**src/rtl/tft_pkg.sv**
```systemverilog
// shared types and constants of the flow feature table
`default_nettype none
package tft_pkg;
    localparam int FLOW_ENTRIES_DEF = 64;
    localparam int IN_W  = 136;
    localparam int OUT_W = 232;
    typedef struct packed {
        logic [47:0] time_ms;
        logic [15:0] seg_len;
        logic        ack_flag;
        logic        syn_flag;
        logic [31:0] dst_ip;
        logic [31:0] src_ip;
    } t_pkt;
    typedef struct packed {
        logic        table_full;
        logic [31:0] rev_bytes;
        logic [31:0] fwd_bytes;
        logic [31:0] rev_packets;
        logic [31:0] fwd_packets;
        logic [48:0] ackdat_delay;
        logic [48:0] synack_delay;
    } t_res;
    // one stored flow as held in the table ram
    typedef struct packed {
        logic [63:0] key;
        logic [31:0] bytes;
        logic [31:0] pkts;
        logic [47:0] syn_t;
        logic [47:0] sa_t;
    } t_entry;
endpackage
`default_nettype wire

```
**src/rtl/tft_queue.sv**
```systemverilog
// short queue between front and back
`default_nettype none
module tft_queue import tft_pkg::*; (
    input  wire  i_clk,
    input  wire  i_rst_n,
    input  wire  i_wvalid,
    output logic o_wready,
    input  t_pkt i_wdata,
    output logic o_rvalid,
    input  wire  i_rready,
    output t_pkt o_rdata
);
    t_pkt r_q [2];
    logic r_wp, r_rp;
    logic [1:0] r_cnt;
    logic wr, rd;
    assign o_wready = (r_cnt != 2'd2);
    assign o_rvalid = (r_cnt != 2'd0);
    assign o_rdata = r_q[r_rp];
    assign wr = i_wvalid && o_wready;
    assign rd = o_rvalid && i_rready;
    // pointers and fill count
    always_ff @(posedge i_clk) begin
        if (!i_rst_n) begin
            r_wp <= 1'b0; r_rp <= 1'b0; r_cnt <= 2'd0;
        end else begin
            if (wr) r_wp <= ~r_wp;
            if (rd) r_rp <= ~r_rp;
            r_cnt <= r_cnt + 2'(wr) - 2'(rd);
        end
    end
    // storage
    always_ff @(posedge i_clk) begin
        if (wr) r_q[r_wp] <= i_wdata;
    end
endmodule
`default_nettype wire

```
**config.mk**
```make
export PLATFORM = sky130hd
export DESIGN_NAME = tft_queue
export DESIGN_NICKNAME = d
export VERILOG_FILES = /design/src/rtl/tft_pkg.sv /design/src/rtl/tft_queue.sv
export SDC_FILE = /design/constraint.sdc
export NUM_CORES = 1
export LEC_CHECK = 0
export ABC_AREA = 1
export BUFFER_PORTS_ARGS = -buffer_cell sky130_fd_sc_hd__buf_2
export CAP_MARGIN = 20
export CORE_AREA = 2 2 170 172
export DETAILED_ROUTE_END_ITERATION = 16
export DIE_AREA = 0 0 172 174
export PLACE_DENSITY_LB_ADDON = 0.2
export RECOVER_POWER = 50
export SLEW_MARGIN = 30
export SYNTH_ARGS = -nofsm -noshare
export SYNTH_HDL_FRONTEND = slang
export SYNTH_SLANG_ARGS = --single-unit
```
**constraint.sdc**
```tcl
create_clock -name i_clk -period 18.8 [get_ports i_clk]
set_input_delay 1.88 -clock i_clk [delete_from_list [all_inputs] [get_ports i_clk]]
set_output_delay 1.88 -clock i_clk [all_outputs]
set_load 0.01 [all_outputs]
```
==> results of run 1 <==
-- routing by layer --
layer  global-route usage  routed length [um]  up-vias  part of all wire
met1               0.1392                7509     2431              0.39
met2               0.2055                9080      204              0.48
met3              0.04872                1949       36              0.10
li1                     -                   -     2306                 -
met5                    0                  13        -           0.00068
met4              0.03571                 471        2             0.025
-- layout make-up --
| cell class | instances | share of cell area |
|---|---|---|
| Sequential cell | 265 | 0.6523 |
| Multi-Input combinational cell | 154 | 0.1307 |
| Timing Repair Buffer | 269 | 0.1046 |
| Clock buffer | 39 | 0.06293 |
| Tap cell | 384 | 0.03961 |
| Clock inverter | 9 | 0.007427 |
| Inverter | 7 | 0.002269 |
| Antenna cell | 1 | 0.0002063 |
-- through the flow --
| stage | area (um^2) | instances | hold WS, ns |
|---|---|---|---|
| floorplan | 9647 | 440 | 0.4675 |
| global placement | 11360 | 1079 | 0.4832 |
| detailed placement | 11370 | 1079 | 0.5135 |
| CTS | 12220 | 1127 | 0.5274 |
| global route | 12130 | 1127 | 0.5708 |
| finish | 12130 | 1128 | 0.5157 |
-- worst max path at each step --
stage	end	slack, ns	cells past startpoint
final	r_q[1][114]	12.62	4
after global routing	r_q[1][32]	12.03	4
after CTS	o_rdata[67]	13.94	3
after detailed placement	o_rdata[67]	14.51	3
after global placement	o_rdata[97]	14.56	3
after floorplan	r_q[0][0]	10.83	2
-- cell families (layout without fill, tap and decap cells) --
group / after synthesis / count (layout)
muxes: 130 / 130
other: 0 / 1
and+or+nand+nor: 20 / 20
DFF: 265 / 265
buffers and inverters: 21 / 324
adders and majority gates: 2 / 2
AOI/OAI and AO/OA: 2 / 2
-- cell usage in the layout, fill, tap and decap left out, types with 2 or more instances in the layout --
| cell | n |
|---|---|
| a21oi_1 | 2 |
| buf_2 | 192 |
| buf_4 | 3 |
| bufinv_16 | 2 |
| clkbuf_1 | 82 |
| clkbuf_16 | 29 |
| clkinv_1 | 4 |
| clkinv_2 | 3 |
| dfxtp_1 | 4 |
| edfxtp_1 | 260 |
| ha_1 | 2 |
| inv_1 | 6 |
| mux2_2 | 130 |
| nand2_1 | 9 |
| nand3_1 | 3 |
| nor2_1 | 7 |
-- registers in the layout, summed over array words and instances, names as in the netlist, named ones only --
signal	flops
r_q	260
r_cnt	2
r_wp	1
r_rp	1
-- worst max-delay path, stage by stage --
cell and delay, ns:
clkbuf_1 0.10, nand3_1 0.12, clkinvlp_2 2.82, buf_4 1.41
-- power by group through the flow --
stage	sequential [mW]	clock (mW)	combinational, mW
6_report	0.785	0.511	0.339
5_1_grt	0.794	0.552	0.370
4_1_cts	0.784	0.529	0.350
3_5_place_dp	0.796	0	0.347
3_3_place_gp	0.793	0	0.341
2_1_floorplan	0.787	0	0.232
-- cell usage after synthesis --
library cell	instances	share of area
buf_6	10	0.012
mux2_2	130	0.15
dfxtp_1	5	0.010
buf_4	1	0.00078
a21oi_1	2	0.0010
nor2_1	8	0.0031
inv_1	7	0.0027
nand3_1	3	0.0016
ha_1	2	0.0026
edfxtp_1	260	0.81
buf_2	3	0.0016
nand2_1	9	0.0035
==> impl_results.md, run 1 <==
- Status: finished with violations
- Violated checks: capacitance limit, slew limit
- Starting Density: 0.3416
- Hold Vio Cnt, Final: 0
- Initial antenna violation count: 2
- Global-route usage over all layers: 0.1206
- Synthesized area: a little under 10000 um^2
- Compound-Gate Fraction of Synth Area: 0.001038
- Cells after Synth: 440
- RePlAce Congestion: 0.6915
- Max-Cap Viols: 1
- Leak: 4.314 nW
- Final core utilization: 0.4295
- Syn-to-layout area delta: 25.73%
- Slew headroom: -1.528
- Reg2Reg Launch Point: r_cnt[0]
- Final Skew: roughly 0.005 ns
- Clock root buffer: clkbuf_16
- Total Neg Setup Slack: 0 ns
- Sequential element share of the synthesized area: 0.8197
- Switching power: around 0.42 mW
- Row count: 62
- Internal power: roughly 1.2 mW
- Remaining global-route overflow: 0
- Multi-input gate area: around 1600 um^2
- Initial DRC count: about 250
- Final setup violation count: 0
- Flop pwr share: 0.480
- Synth Area in XOR/XNOR: 0
- Antenna Nets Post-Route: 0
- Clock share of power: 0.312
- Final Max Tran Viols: 80
- Final WS setup: between 10 and 15 ns
- Drt pass-1 iters: 4
- Worst r2r dst: r_q[1][114]
- Tmin final: 6.177 ns
- Worst setup SP type: primary input
- Routed vias: about 5000
- RSZ-0062 raised after global routing: no
- Comb power frac: 0.207
- Peak VDD IR: around 0.085 mV
- Mux cell area share after synthesis: 0.1518
- First-pass GRT wire length: between 20000 and 30000 um
- Worst path required time: 18.98 ns
- Pwr/cell area: 134.8 nW/um^2
- Layout cell share with drive strength beyond 1: 0.4886
- Hold Path Class: reg2reg
- Port-buffer cells: between 200 and 300
- Io pins: ~270
- Clk pin slew, worst setup/hold paths: 0.06 ns
- R2R Setup Slk: ~14 ns
- Total detailed-routing wirelength: about 19000 um
- Critical path origin: i_wvalid
- Sw Ratio: 0.2575
- Post-CTS setup buffer count: 0
- Post-DR vias/cell: 4.414
- Core Area: 28240 um^2
- H-tree depth: 1
- Synth Warn #: 0
- Crit Path Class: in2reg
- Worst-path maximum fanout: between 70 and 80
- Count of cell types in the netlist: 12
- Seq cells post-synth: between 200 and 300
- Cts bufs inserted: 28
- Hold_sp: r_rp
- Post-CTS Resized: 0
- Mean Syn Cell Area: around 22 um^2
- Mapped Nets: between 500 and 600
- Worst-Margin Slew: ~3.8 ns
- Die span in x: about 170 um
- Fillers: 2586
- Die height: approximately 170 um
- Worst-Skew Late Latency: about 0.52 ns
- Synth Area in Adders: 0.002594
- Main combinational cell family by area after synthesis: multiplexers
- Max Clk Rate: between 150 and 200 MHz
- Hold buffer count at CTS: 0
- Largest net degree at the start of global routing: 80
- CTS tree: built
- Worst setup EP type: flip-flop
- Die ar.: 29930 um^2
- Hold path depth: 2
- Nets: roughly 860
- Power Total: between 1.5 and 2 mW
- CTS Sinks: ~270
- FF-to-FF path depth: 5
- Worst Path Arrival: 6.35 ns
- Final critical-path share of the clock period: 0.3285
- Synth Area in Simple Gates: 0.008171
- DP HPWL: 12590 um
- Register Area: 7911 um^2
- Pre-CTS setup slack: 14.51 ns
- CTS Buffer Depth: 3
- DRC violations left: 0
- Wire per inst: about 17 um
- Number of global-route vias before repair: 5259
Note: power is estimated with default switching activity, not from simulation.
==> run 2: changes to the inputs <==
==> constraint.sdc (replaced) <==
create_clock -name i_clk -period 6.48 [get_ports i_clk]
set_input_delay 0.648 -clock i_clk [delete_from_list [all_inputs] [get_ports i_clk]]
set_output_delay 0.648 -clock i_clk [all_outputs]
set_load 0.01 [all_outputs]
==> impl_results.md, run 2 (synthesized netlist as in run 1, its figures left out) <==
- Status: finished with violations
- Violated checks: capacitance limit, slew limit
- Routed vias: 4942 (-0.74%)
- DP HPWL: 12490 um (-0.84%)
- Initial DRC count: 238 (-4.0%)
- Worst r2r dst: r_q[0][41]
- Pre-CTS setup slack: 3.349 ns (-11.16 ns)
- Tmin final: 4.271 ns
- Worst Setup EP: r_q[0][41]
- Biggest regs: r_q: 260 flops, r_cnt: 2 flops
- First-pass GRT wire length: 28650 um (+2.6%)
- Final Skew: 0.007457 ns (+0.002306 ns)
- Slew headroom: -1.832 (-0.3043)
- Crit-path most repeated cell: nand2_1
- Max Clk Rate: 234.1 MHz
- CTS tree: built
- Layout cell share with drive strength beyond 1: 0.4980 (+0.009427)
- Die ar.: 29930 um^2 (unchanged)
- Number of global-route vias before repair: 5416 (+3.0%)
- DRC violations left: 0 (unchanged)
- Clock root buffer: clkbuf_16
- Row count: 62 (unchanged)
- Worst-path maximum fanout: 72 (-8.9%)
- Port-buffer cells: 265 (unchanged)
- Core Area: 28240 um^2 (unchanged)
- Commonest non-fill, non-tap cell in the layout: edfxtp_1
- CTS Sinks: 265 (unchanged)
- Worst path slowest cell: clkbuf_1
- Final Max Tran Viols: 73 (-8.8%)
- Antenna cells: 0 (-1)
- Largest net degree at the start of global routing: 73 (-8.8%)
- Final WS setup: 2.209 ns (-10.41 ns)
- CTS Buffer Depth: 3 (unchanged)
- Worst setup SP type: flip-flop
- Leak: 4.322 nW (+0.18%)
- Global-route usage over all layers: 0.1234 (+0.002810)
- Hold Vio Cnt, Final: 0 (unchanged)
- Cell area after layout: 12100 um^2 (-0.25%)
- Crit Path Class: reg2reg
- Antenna Nets Post-Route: 0 (unchanged)
- Initial antenna violation count: 1 (-1)
- Post-CTS setup buffer count: 0 (unchanged)
- Largest register FFs: 260 (unchanged)
- Biggest register: r_q
- Most frequent cells in the layout: 260 x edfxtp_1, 200 x buf_2, 130 x mux2_2
- Worst Path Arrival: 4.30 ns (-2.05 ns)
- Slowest stage delay, CP: 2.97 ns (+0.15 ns)
- Die height: 174 um (unchanged)
- Worst-Skew Late Latency: 0.53 ns (about the same)
- Peak VDD IR: 0.2375 mV (+180%)
- Placement-stage cell area: 11360 um^2 (about the same)
- Clk pin slew, worst setup/hold paths: 0.06 ns (about the same)
- RSZ-0062 raised after global routing: no
- Cell chain of the critical path: inv_1 > nand2_1 > nand2_1 > nor2_4 > clkbuf_1
- Io pins: 266 (unchanged)
- H-tree depth: 1 (unchanged)
- Post-CTS Resized: 0 (unchanged)
- Drt pass-1 iters: 4 (unchanged)
- Worst-Margin Slew: 4.248 ns (+0.4771 ns)
- Final setup violation count: 0 (unchanged)
- R2R Setup Slk: 2.21 ns (-11.36 ns)
- Cts bufs inserted: 29 (+3.6%)
- FF-to-FF path depth: 5 (unchanged)
- Max-Cap Viols: 1 (unchanged)
- Wire per inst: 17.15 um (+1.7%)
- Pwr/cell area: 387.7 nW/um^2 (+190%)
- Starting Density: 0.3416 (unchanged)
- Worst hold slack: 0.3077 ns (-0.2080 ns)
- Hold buffer count at CTS: 0 (unchanged)
- Total Neg Setup Slack: 0 ns (unchanged)
- Syn-to-layout area delta: 25.42%
- Final critical-path share of the clock period: 0.6591
- Nets: 862 (+0.12%)
- Reg2Reg Launch Point: r_cnt[0]
- Total detailed-routing wirelength: 19360 um (+1.8%)
- Post-DR vias/cell: 4.377 (-0.83%)
- Worst path required time: 6.51 ns (-12.47 ns)
- Critical path origin: r_cnt[0]
- Hold Path Class: in2reg
- Worst setup EP type: flip-flop
- RePlAce Congestion: 0.7693 (+11%)
- Remaining global-route overflow: 0 (unchanged)
- Die span in x: 172 um (unchanged)
[run 2: cell type report]
type	count	area, um^2
clock buffer	36	752.0
clock inverter	14	66.31
inverter	7	28.78
sequential	265	7911
timing repair buffer	269	1275
fill	2620	16140
tap	384	480.5
multi-input combinational	154	1585
[run 2: worst min-delay path by stage]
stage	cells past startpoint	start	slack [ns]	to
final	1	i_wdata[119]	0.31	r_q[1][119]
after CTS	1	i_wdata[73]	0.27	r_q[0][73]
after detailed placement	2	r_rp	0.51	r_rp
after global routing	1	i_wdata[21]	0.27	r_q[1][21]
after global placement	2	r_rp	0.50	r_rp
after floorplan	2	r_rp	0.47	flip-flop
[run 2: metal layers]
metal / wire, um / GRT usage / vias to the layer above
li1: - / - / 2297
met1: 7652 / 0.1406 / 2438
met2: 9537 / 0.2142 / 174
met3: 1823 / 0.04804 / 31
met4: 340 / 0.03536 / 2
met5: 7 / 0 / -
[run 2: critical path: cells and delay by family, from the launching register on]
kind                   cells  cell delay, ns
buffers and inverters      2            3.04
DFF                        1            0.36
and+or+nand+nor            3            0.33
[run 2: per-stage QoR]
stage | std cells | utilization | total power [mW]
floorplan | 440 | - | 2.940
CTS | 1129 | 0.4314 | 4.772
detailed placement | 1079 | 0.4024 | 3.328
finish | 1129 | 0.4285 | 4.691
global route | 1129 | 0.4285 | 4.933
global placement | 1079 | 0.4024 | 3.295
[run 2: power breakdown]
part / switching, mW / leakage, nW / internal [mW] / total (mW)
sequential: 0.0991 / 2.47 / 2.18 / 2.28
clock: 0.608 / 0.398 / 0.813 / 1.42
combinational: 0.538 / 1.45 / 0.449 / 0.987
total: 1.25 / 4.32 / 3.45 / 4.69
